File: src/rtl/mks_pkg.sv
`default_nettype none
// ----------------------------------------------------------------------------
// mks_pkg
// Shared sizes and beat types for the matrix keypad scanner.
// ----------------------------------------------------------------------------
package mks_pkg;

    localparam int ROWS    = 4;
    localparam int COLS    = 4;
    localparam int BUTTONS = 4;

    localparam int KEYS      = ROWS * COLS;
    localparam int ROW_W     = (ROWS > 1) ? $clog2(ROWS) : 1;
    localparam int KEY_CODE_W = $clog2(KEYS + 1);
    localparam int INTERVAL_W = 16;
    localparam int INTERVAL_RESET = 20;

    typedef struct packed {
        logic               ms_tick;
        logic [COLS-1:0]    column_lines;
        logic [BUTTONS-1:0] button_lines;
    } mks_in_t;

    typedef struct packed {
        logic [ROWS-1:0]       row_drive;
        logic                  scan_done;
        logic [KEYS-1:0]       keys_down;
        logic [KEYS-1:0]       keys_just_pressed;
        logic [KEY_CODE_W-1:0] first_pressed_key;
        logic [BUTTONS-1:0]    buttons_just_pressed;
    } mks_out_t;

endpackage
`default_nettype wire

File: src/rtl/mks_prio.sv
`default_nettype none
// ----------------------------------------------------------------------------
// mks_prio
// Lowest set bit of the just-pressed map as a one-based key code.
// ----------------------------------------------------------------------------
module mks_prio
    import mks_pkg::*;
(
    input  wire logic [KEYS-1:0]       just,
    output      logic [KEY_CODE_W-1:0] code
);

    always_comb
    begin
        code = '0;
        for (int k = KEYS - 1; k >= 0; k--)
        begin
            if (just[k])
            begin
                code = KEY_CODE_W'(k + 1);
            end
        end
    end

endmodule
`default_nettype wire

File: src/rtl/mks_core.sv
`default_nettype none
// ----------------------------------------------------------------------------
// mks_core
// Scan state: tick counter, row sequencer, key and button state registers.
// Updates on each accepted beat and presents the result of that beat.
// ----------------------------------------------------------------------------
module mks_core
    import mks_pkg::*;
(
    input  wire logic                  clk,
    input  wire logic                  rst_n,
    input  wire logic                  step,
    input  wire mks_in_t               in_beat,
    input  wire logic [INTERVAL_W-1:0] interval,
    output      mks_out_t              result
);

    logic [INTERVAL_W-1:0] elapsed_reg, elapsed_next, elapsed_inc;
    logic                  scanning_reg, scanning_next;
    logic [ROW_W-1:0]      row_index_reg, row_index_next;
    logic [KEYS-1:0]       key_now_reg, key_now_next;
    logic [KEYS-1:0]       key_before_reg, key_before_next;
    logic [BUTTONS-1:0]    button_now_reg, button_now_next;
    logic [BUTTONS-1:0]    button_before_reg, button_before_next;
    logic [ROWS-1:0]       row_drive;
    logic                  done;
    logic                  last_row;
    logic [KEYS-1:0]       just;
    logic [KEY_CODE_W-1:0] first_code;

    assign last_row = (row_index_reg == ROW_W'(ROWS - 1));

    always_comb
    begin
        elapsed_inc = elapsed_reg;
        if (in_beat.ms_tick && (elapsed_reg != {INTERVAL_W{1'b1}}))
        begin
            elapsed_inc = elapsed_reg + 1'b1;
        end

        elapsed_next       = elapsed_inc;
        scanning_next      = scanning_reg;
        row_index_next     = row_index_reg;
        key_now_next       = key_now_reg;
        key_before_next    = key_before_reg;
        button_now_next    = button_now_reg;
        button_before_next = button_before_reg;
        row_drive          = '0;
        done               = 1'b0;

        if (!scanning_reg)
        begin
            if (elapsed_inc >= interval)
            begin
                elapsed_next    = '0;
                key_before_next = key_now_reg;
                scanning_next   = 1'b1;
                row_index_next  = '0;
                row_drive       = ROWS'(1);
            end
        end
        else
        begin
            for (int r = 0; r < ROWS; r++)
            begin
                if (row_index_reg == ROW_W'(r))
                begin
                    key_now_next[r*COLS +: COLS] = ~in_beat.column_lines;
                end
            end
            if (last_row)
            begin
                button_before_next = button_now_reg;
                button_now_next    = ~in_beat.button_lines;
                scanning_next      = 1'b0;
                row_index_next     = '0;
                done               = 1'b1;
            end
            else
            begin
                row_index_next = row_index_reg + 1'b1;
                row_drive      = ROWS'(1) << ({1'b0, row_index_reg} + 1'b1);
            end
        end
    end

    assign just = key_now_next & ~key_before_next;

    mks_prio u_prio (
        .just (just),
        .code (first_code)
    );

    always_comb
    begin
        result.row_drive            = row_drive;
        result.scan_done            = done;
        result.keys_down            = key_now_next;
        result.keys_just_pressed    = just;
        result.first_pressed_key    = first_code;
        result.buttons_just_pressed = button_now_next & ~button_before_next;
    end

    always_ff @(posedge clk or negedge rst_n)
    begin
        if (!rst_n)
        begin
            elapsed_reg       <= '0;
            scanning_reg      <= 1'b0;
            row_index_reg     <= '0;
            key_now_reg       <= '0;
            key_before_reg    <= '0;
            button_now_reg    <= '0;
            button_before_reg <= '0;
        end
        else if (step)
        begin
            elapsed_reg       <= elapsed_next;
            scanning_reg      <= scanning_next;
            row_index_reg     <= row_index_next;
            key_now_reg       <= key_now_next;
            key_before_reg    <= key_before_next;
            button_now_reg    <= button_now_next;
            button_before_reg <= button_before_next;
        end
    end

endmodule
`default_nettype wire

File: src/rtl/matrix_keypad_scanner.sv
`default_nettype none
// ----------------------------------------------------------------------------
// matrix_keypad_scanner
// Rate-limited key matrix scanner with direct buttons, one result per beat.
// ----------------------------------------------------------------------------
//  channel   signals                         beat
//  in        in_valid/in_ready/in_data       one pin sample with ms tick
//  out       out_valid/out_ready/out_data    key and button report
//  cfg       cfg_write_en/cfg_write_data     scan interval in ms
//
//  one beat per cycle while in_ready is high; the result appears in the cycle
//  after its input beat, held in the output register.
//  in_ready is high whenever the output register is empty or being drained.
//  reset clears all key and button state and sets the interval to 20 ms.
//  a stalled output holds its beat and blocks new input only while full.
// ----------------------------------------------------------------------------
module matrix_keypad_scanner
    import mks_pkg::*;
(
    input  wire logic                  clk,
    input  wire logic                  rst_n,
    input  wire logic                  in_valid,
    output      logic                  in_ready,
    input  wire mks_in_t               in_data,
    output      logic                  out_valid,
    input  wire logic                  out_ready,
    output      mks_out_t              out_data,
    input  wire logic                  cfg_write_en,
    input  wire logic [INTERVAL_W-1:0] cfg_write_data
);

    logic [INTERVAL_W-1:0] interval_reg;
    logic                  out_valid_reg;
    mks_out_t              out_data_reg;
    mks_out_t              result;
    logic                  step;

    assign in_ready  = !out_valid_reg || out_ready;
    assign step      = in_valid && in_ready;
    assign out_valid = out_valid_reg;
    assign out_data  = out_data_reg;

    mks_core u_core (
        .clk      (clk),
        .rst_n    (rst_n),
        .step     (step),
        .in_beat  (in_data),
        .interval (interval_reg),
        .result   (result)
    );

    always_ff @(posedge clk or negedge rst_n)
    begin
        if (!rst_n)
        begin
            interval_reg  <= INTERVAL_W'(INTERVAL_RESET);
            out_valid_reg <= 1'b0;
        end
        else
        begin
            if (cfg_write_en)
            begin
                interval_reg <= cfg_write_data;
            end
            if (in_ready)
            begin
                out_valid_reg <= in_valid;
            end
        end
    end

    always_ff @(posedge clk)
    begin
        if (step)
        begin
            out_data_reg <= result;
        end
    end

endmodule
`default_nettype wire

File: config.mk
export PLATFORM = sky130hd
export DESIGN_NAME = matrix_keypad_scanner
export DESIGN_NICKNAME = d
export VERILOG_FILES = /design/src/rtl/mks_pkg.sv /design/src/rtl/mks_prio.sv /design/src/rtl/mks_core.sv /design/src/rtl/matrix_keypad_scanner.sv
export SDC_FILE = /design/constraint.sdc
export NUM_CORES = 1
export LEC_CHECK = 0
export BUFFER_PORTS_ARGS = -buffer_cell sky130_fd_sc_hd__buf_4
export CAP_MARGIN = 5
export CORE_AREA = 3 3 102 104
export DETAILED_ROUTE_END_ITERATION = 12
export DIE_AREA = 0 0 105 107
export GPL_TIMING_DRIVEN = 0
export PLACE_DENSITY_LB_ADDON = 0.3
export SLEW_MARGIN = 20
export SYNTH_ARGS = -nofsm -noshare
export SYNTH_HDL_FRONTEND = slang
export SYNTH_SLANG_ARGS = --single-unit
File: constraint.sdc
create_clock -name clk -period 8.3 [get_ports clk]
set_input_delay 0.83 -clock clk [delete_from_list [all_inputs] [get_ports clk]]
set_output_delay 0.83 -clock clk [all_outputs]
set_load 0.005 [all_outputs]
# Yosys cells after proc, flatten, opt, wreduce, memory -nomap -nowiden
# Cells that the tools add are included.
dict set report op_classes {
  magnitude_cmp 1
  bitwise 6
  muxes 39
  n_addsub 3
  n_eq_ne 4
  n_reduce_logical 10
  shift 1
}
# op count
set op_table {}
lappend op_table {{$mux 16} 6}
lappend op_table {{$mux 4} 18}
lappend op_table {{$add 16x1->16 const B} 1}
lappend op_table {{$and 16x16->16} 1}
lappend op_table {{$ge 16x16->1} 1}
lappend op_table {{$ne 16x16->1 const B} 1}
lappend op_table {{$not 16->16} 1}
lappend op_table {{$reduce_or 15->1} 1}
lappend op_table {{$mux 3} 4}
lappend op_table {{$not 4->4} 3}
lappend op_table {{$mux 2} 5}
lappend op_table {{$reduce_or 7->1} 1}
lappend op_table {{$mux 1} 5}
lappend op_table {{$mux 5} 1}
lappend op_table {{$and 4x4->4} 1}
lappend op_table {{$eq 2x2->1 const B} 2}
lappend op_table {{$shl 1x3->4 const A} 1}
lappend op_table {{$add 2x1->3 const B} 1}
lappend op_table {{$reduce_or 3->1} 1}
lappend op_table {{$add 2x1->2 const B} 1}
lappend op_table {{$eq 2x1->1 const B} 1}
lappend op_table {{$logic_and 1x1->1} 2}
lappend op_table {{$logic_not 2->1} 1}
lappend op_table {{$reduce_and 2->1} 1}
lappend op_table {{3 further kinds} 3}
dict set report word_totals {
  in_bits 30
  register_bits 122
  out_inout_bits 48
}

# Logic depth before layout (Yosys ltp)
# Gate-level depths: netlist (run 1).
dict set report logic_depth {
  depth_word 23
  ltp_mapped 20
}

# Cells and area by module
# Synthesis (run 1) repeated with hierarchy kept, for this count alone.
dict set report hier_totals {
  cells_unflattened 479
  area_unflattened_um2 5798.1
}
# mod cells_per_inst area_per_inst_um2 n_inst
set by_module_without_submodules {}
lappend by_module_without_submodules {mks_core 364 3554.7 1}
lappend by_module_without_submodules {matrix_keypad_scanner 84 2077.0 1}
lappend by_module_without_submodules {mks_prio 31 166.4 1}

# Worst setup path after synthesis (run 1)
# Ideal clock, no wire load.
dict set report synth_timing {
  path_kind {register to register}
  startpoint {register u_core.elapsed_reg[0]}
  endpoint {register out_data_reg, in the netlist out_data[5], data pin}
  stages_incl_launch_ff 19
  path_slack_ps 3867
  setup_time_ps 259
  period_less_slack_ps 4433
  arrival_time_ps 4174
  required_ps 8041
  path_cell_list {dfrtp_1 > ha_1 > and3_1 > and4_1 > a2111oi_2 > and3_1 > buf_2 > nand2_1 > xnor2_1 > ha_1 > nand4_2 > nor3_4 > o2111ai_2 > a31oi_2 > or2b_2 > inv_2 > or4_1 > o211a_1 > o31a_1}
}
# item line
set synth_rtl {}
lappend synth_rtl {{start: declaration} mks_core.sv:18} ;# logic [INTERVAL_W-1:0] elapsed_reg, elapsed_next, elapsed_inc;
lappend synth_rtl {{start signal: assignment} mks_core.sv:118} ;# elapsed_reg <= elapsed_next;
lappend synth_rtl {{end signal: assignment} matrix_keypad_scanner.sv:76} ;# out_data_reg <= result;
lappend synth_rtl {{end: declaration} matrix_keypad_scanner.sv:34} ;# mks_out_t out_data_reg;

==> impl_metrics.json, run 1 <==
{
  "drt_pass1_iterations": 5,
  "regToRegStartpoint": "u_core.elapsed_reg[0]",
  "slew_headroom": 0.346,
  "required_ps": 8570,
  "worstMarginPinSlew_ps": 981,
  "layout-area-overhead-vs-synth_pct": 23.2,
  "grt_pass1_wl_um": 21500,
  "wl_um": 12900,
  "hpwl_um": 8520,
  "post_cts_resized": 0,
  "crit_family": "simple AND/OR/NAND/NOR gates",
  "synthFlopType": "dfrtp_1",
  "cp_max_fo": 8,
  "grt.overflow.total": 0,
  "criticalPathCategory": "register to register",
  "place.port_buffers": 76,
  "regArea_sq_um": 3290,
  "num_antenna_cells": 0,
  "grt_pass1_vias": 4456,
  "synth_edf_count": 46,
  "fillers": 670,
  "finClkSkew_ps": 5.99,
  "r2r-end": "out_data[5]",
  "die_y_um": 107,
  "ir_drop_mv": 0.183,
  "drt_iter0_drc": 170,
  "cp-endpoint": "out_data[5]",
  "most-common-layout-cells": "77 x nand2_1, 77 x buf_4, 74 x dfrtp_1",
  "cts_setup_buffers": 0,
  "cpMaxStageDelayCell": "a2111oi_2",
  "rsz0062_at_grt": "no",
  "postCtsHoldBufs": 0,
  "clk_latency_ps": 520,
  "path_depth": 18,
  "hold_slack_ps": 460,
  "start_util": 0.610,
  "synth-seq-cells": 122,
  "cts_buffer_depth": 2,
  "synthCells": 539,
  "drive_gt1_frac": 0.224,
  "clock.fmax_mhz": 196,
  "largest_reg_flops": 46,
  "end_kind": "register",
  "cts_tree": "built",
  "cp-start-kind": "register",
  "core.rowCount": 36,
  "cts_sinks": 122,
  "via_count": 4440,
  "cap_violations": 0,
  "worst_path_largest_cell_delay_ps": 570,
  "crit_chain": "ha_1 > and3_1 > and4_1 > a2111oi_2 > and3_1 > buf_2 > nand2_1 > xnor2_1 > ha_1 > nand4_2 > nor3_4 > o2111ai_2 > nand4_2 > o21a_1 > inv_2 > or4_1 > o211a_1 > o31a_1",
  "gp_congestion": 0.820,
  "multi_input_area_sq_um": 2370,
  "synth_async_sr_flop_share": 0.623,
  "critPathBufInv": 2,
  "hold_class": "input pin to async pin",
  "routed_via_density": 5.69,
  "root_buffer": "clkbuf_8",
  "wl_per_cell_um": 16.6,
  "nets": 685,
  "worstPathArrival_ps": 5370,
  "grt_max_degree": 77,
  "antenna_found_initial": 0,
  "finalMaxSlewViolations": 0,
  "outcome": "completed",
  "r2r_setup_slack_ps": 3200,
  "layout_min_cycle_time_ps": 5100,
  "fin_crit_sh": 0.614,
  "grt_usage": 0.243,
  "io_pins": 78,
  "numCtsBuffers": 17,
  "leakage_uw": 0.00329,
  "setup_viol": 0,
  "yosysUniqueCellTypes": 55,
  "dieWidth_um": 105,
  "design.die.area_sq_um": 11200,
  "synth_nets": 590,
  "crit_start": "u_core.elapsed_reg[0]",
  "synth_area_sq_um": 5880,
  "yosysSeqAreaShare": 0.558,
  "hold_violations": 0,
  "clk_pin_slew_worst_paths_ps": 60,
  "rr_worst_depth": 18,
  "drc": 0,
  "detail-route-antenna-nets": 0,
  "powerDensity_nw_per_um2": 275,
  "yosys_warnings": 0,
  "htreeDepth": 4,
  "core_sq_um": 9640,
  "syn_area_per_cell_sq_um": 10.9,
  "fin_setup_tns_ps": 0
}
logic make-up (layout without fill, tap and decap cells):
kind of cell | after synthesis | in the layout | synth area share
muxes | 34 | 34 | 0.0646
buffers and inverters | 58 | 166 | 0.0387
and+or+nand+nor | 163 | 163 | 0.132
AOI/OAI and AO/OA | 126 | 126 | 0.139
DFF | 122 | 122 | 0.558
xor gates and xnor gates | 15 | 15 | 0.0223
adders and majority gates | 21 | 21 | 0.0447
stage by stage:
stage | setup slack [ps] | cells | cell area, sq um | power [uW] | utilization
2_1_floorplan | 3870 | 539 | 5880 | 1060 | -
4_1_cts | 3230 | 780 | 7250 | 2000 | 0.752
5_1_grt | 2940 | 780 | 7250 | 2090 | 0.752
3_3_place_gp | 3370 | 748 | 6620 | 1200 | 0.687
3_5_place_dp | 3270 | 748 | 6630 | 1230 | 0.687
6_report | 3200 | 780 | 7250 | 1990 | 0.752
metal layers:
layer | track usage | wire length, um
met1 | 0.278 | 5160
met3 | 0.0524 | 568
met4 | 0.113 | 414
met5 | 0 | 0
met2 | 0.436 | 6770
cells in the mapped netlist, drive strengths merged (5+ instances only):
master / instances / area (sq um)
nand2: 77 / 289
dfrtp: 74 / 1850
o21ai: 56 / 280
edfxtp: 46 / 1380
inv: 33 / 124
nor2: 33 / 124
mux2: 32 / 360
a21oi: 21 / 113
ha: 21 / 263
clkbuf: 17 / 63.8
nand2b: 13 / 81.3
o31ai: 10 / 75.1
xnor2: 10 / 87.6
and2: 9 / 56.3
o32ai: 8 / 70.1
buf: 7 / 36.3
nand3: 7 / 35.0
a22o: 6 / 52.6
and3: 5 / 31.3
xor2: 5 / 43.8
cell type report:
type / count / area share
Timing Repair Buffer: 76 / 0.0787
Multi-Input combinational cell: 359 / 0.327
Clock inverter: 14 / 0.0271
Clock buffer: 18 / 0.0590
Tap cell: 133 / 0.0230
Inverter: 34 / 0.0176
Sequential cell: 122 / 0.453
Buffer: 24 / 0.0143
worst min-delay path by stage:
stage                                           end                      start  slack, ps  cells past startpoint
after floorplan           u_core.key_before_reg[15]  u_core.key_before_reg[15]        460                      1
final                        u_core.key_now_reg[12]                      rst_n        460                      1
after CTS                  u_core.key_before_reg[0]   u_core.key_before_reg[0]        490                      1
after global placement     u_core.key_before_reg[0]   u_core.key_before_reg[0]        470                      1
after detailed placement   u_core.key_before_reg[0]   u_core.key_before_reg[0]        480                      1
after global routing       u_core.button_now_reg[1]                 in_data[1]        500                      2
report_power, final:
part	total, uW	switching, uW	leakage, uW	internal (uW)
combinational	414	229	0.00156	185
clock	766	269	0.000299	497
sequential	813	69.1	0.00144	744
total	1990	567	0.00329	1430
No activity file was read; power rests on OpenSTA's default activity.
==> run 2: changes to the inputs <==
--- a/config.mk
+++ b/config.mk
@@ -5,11 +5,12 @@
 export SDC_FILE = /design/constraint.sdc
 export NUM_CORES = 1
 export LEC_CHECK = 0
+export ABC_AREA = 1
 export BUFFER_PORTS_ARGS = -buffer_cell sky130_fd_sc_hd__buf_4
 export CAP_MARGIN = 5
-export CORE_AREA = 3 3 102 104
+export CORE_AREA = 3 3 105 107
 export DETAILED_ROUTE_END_ITERATION = 12
-export DIE_AREA = 0 0 105 107
+export DIE_AREA = 0 0 108 110
 export GPL_TIMING_DRIVEN = 0
 export PLACE_DENSITY_LB_ADDON = 0.3
 export SLEW_MARGIN = 20
==> constraint.sdc (replaced) <==
create_clock -name clk -period 5.05 [get_ports clk]
set_input_delay 0.505 -clock clk [delete_from_list [all_inputs] [get_ports clk]]
set_output_delay 0.505 -clock clk [all_outputs]
set_load 0.005 [all_outputs]
==> impl_metrics.json, run 2 <==
{
  "yosysTopAreaCell": "dfrtp_1",
  "wl_per_cell_um": 14.3,
  "regToRegStartpoint": "u_core.elapsed_reg[0]",
  "start_util": 0.578,
  "htreeDepth": 4,
  "yosysSeqAreaShare": 0.556,
  "antenna_found_initial": 0,
  "rsz0062_at_grt": "no",
  "cts_buffer_depth": 2,
  "wl_um": 12800,
  "die_y_um": 110,
  "grt_pass1_wl_um": 21400,
  "synth_async_sr_flop_share": 0.623,
  "via_count": 4671,
  "worstPathArrival_ps": 4890,
  "synth_most_common_cell": "nand2_1",
  "fin_util": 0.713,
  "synthFlopType": "dfrtp_1",
  "grt_max_degree": 77,
  "synth_area_sq_um": 5910,
  "worst_path_most_repeated_cell": "nand2_1",
  "gp_congestion": 0.886,
  "cpMaxStageDelayCell": "dfrtp_1",
  "final_common_cell": "nand2_1",
  "required_ps": 5330,
  "root_buffer": "clkbuf_8",
  "rr_worst_depth": 39,
  "synth_edf_count": 46,
  "fin_area_sq_um": 7300,
  "cts_tree": "built",
  "grt_pass1_vias": 4642,
  "grt_usage": 0.234,
  "hpwl_um": 8890,
  "detail-route-antenna-nets": 0,
  "drive_gt1_frac": 0.211,
  "layout_min_cycle_time_ps": 4610,
  "place.port_buffers": 77,
  "placed_area_sq_um": 6670,
  "hold_violations": 0,
  "setup_viol": 0,
  "drc": 0,
  "drt_iter0_drc": 234,
  "most-common-layout-cells": "159 x nand2_1, 89 x inv_1, 77 x buf_4",
  "slew_headroom": 0.351,
  "nets": 801,
  "io_pins": 78,
  "powerDensity_nw_per_um2": 593,
  "finalMaxSlewViolations": 0,
  "criticalPathCategory": "register to register",
  "drt_pass1_iterations": 5,
  "clk_latency_ps": 520,
  "synthCells": 654,
  "r2r-end": "out_data[4]",
  "core.rowCount": 37,
  "worstMarginPinSlew_ps": 974,
  "postCtsHoldBufs": 0,
  "fin_crit_sh": 0.913,
  "ir_drop_mv": 0.281,
  "p_total_uw": 4330,
  "synth_nets": 705,
  "leakage_uw": 0.00361,
  "dieWidth_um": 108,
  "fin_ws_ps": 440,
  "cp-start-kind": "register",
  "synth_top_area_share": 0.313,
  "numCtsBuffers": 17,
  "synth-seq-cells": 122,
  "cts_setup_buffers": 0,
  "yosysUniqueCellTypes": 40,
  "cap_violations": 0,
  "layout-area-overhead-vs-synth_pct": 23.4,
  "yosys_warnings": 0,
  "fin_setup_tns_ps": 0,
  "end_kind": "register",
  "clock.fmax_mhz": 217,
  "outcome": "completed",
  "post_cts_resized": 0,
  "clk_pin_slew_worst_paths_ps": 60,
  "hold_class": "input pin to async pin",
  "syn_area_per_cell_sq_um": 9.04,
  "cp_max_fo": 10,
  "ys_top_cells_by_area": "dfrtp_1 31%, edfxtp_1 23%, nand2_1 10%",
  "num_antenna_cells": 0,
  "r2r_setup_slack_ps": 440,
  "design.die.area_sq_um": 11900,
  "post-place-ws_ps": 423,
  "finClkSkew_ps": 9.08,
  "largest_reg_flops": 46,
  "cts_sinks": 122,
  "routed_via_density": 5.20,
  "worst_path_largest_cell_delay_ps": 380,
  "core_sq_um": 10200,
  "ys_top_cells_by_count": "159 x nand2_1, 89 x inv_1, 74 x dfrtp_1",
  "grt.overflow.total": 0
}
==> run 2: cell count changes in the layout (fill, tap and decap cells not counted), moves of 10 or more <==
cell	before	now
mux2_1	16	0
inv_2	3	21
nand2_1	77	159
mux2_2	16	1
nor2_2	0	10
a21oi_1	19	8
inv_1	30	89
xnor2_1	10	0
o21ai_0	47	73
o31ai_1	10	0
nand2b_1	13	0
==> run 2: final cells by class <==
class	instances	area (sq um)
clock inverter	13	199
multi-input combinational	399	2110
tap	136	170
timing repair buffer	77	578
inverter	112	420
sequential	122	3290
buffer	21	108
clock buffer	19	422
fill	786	2930
==> run 2: where the power goes <==
part           internal [uW]  switching [uW]
combinational            568             924
sequential              1400             166
clock                    846             420
total                   2820            1510
==> run 2: worst max-delay path by stage <==
stage                             end             startpoint  depth (start not counted)
after floorplan           out_data[4]  u_core.elapsed_reg[0]                         39
after global placement    out_data[4]  u_core.elapsed_reg[0]                         39
after detailed placement  out_data[4]  u_core.elapsed_reg[0]                         39
after CTS                 out_data[4]  u_core.elapsed_reg[0]                         39
after global routing      out_data[4]  u_core.elapsed_reg[0]                         39
final                     out_data[4]  u_core.elapsed_reg[0]                         39
==> run 2: routing by layer <==
metal	track usage	wire (um)	vias to the layer above
met1	0.286	5240	2212
met3	0.0466	704	30
met5	0	0	-
met2	0.395	6550	135
met4	0.124	318	0
li1	-	-	2294
==> run 2: metrics by stage <==
step / cells / hold slack [ps]
floorplan: 654 / 209
global placement: 867 / 458
detailed placement: 867 / 470
CTS: 899 / 175
global route: 899 / 187
finish: 899 / 138
==> run 2: kinds of logic (layout without fill, tap and decap cells) <==
logic type,Yosys count,after routing,share of synthesized area
AOI/OAI and AO/OA,118,118,0.108
DFF,122,122,0.556
muxes,1,1,0.00190
xor gates and xnor gates,14,14,0.0220
adders and majority gates,21,21,0.0444
buffers and inverters,133,242,0.0886
and+or+nand+nor,245,245,0.180
==> run 2: worst max-delay path, delay by kind of cell (launching register included) <==
family | cells | cell delay [ps]
xor+xnor | 1 | 170
buf+inv | 6 | 520
flops | 1 | 380
fa+ha+maj | 2 | 480
simple gates | 26 | 2240
compound gates | 4 | 550
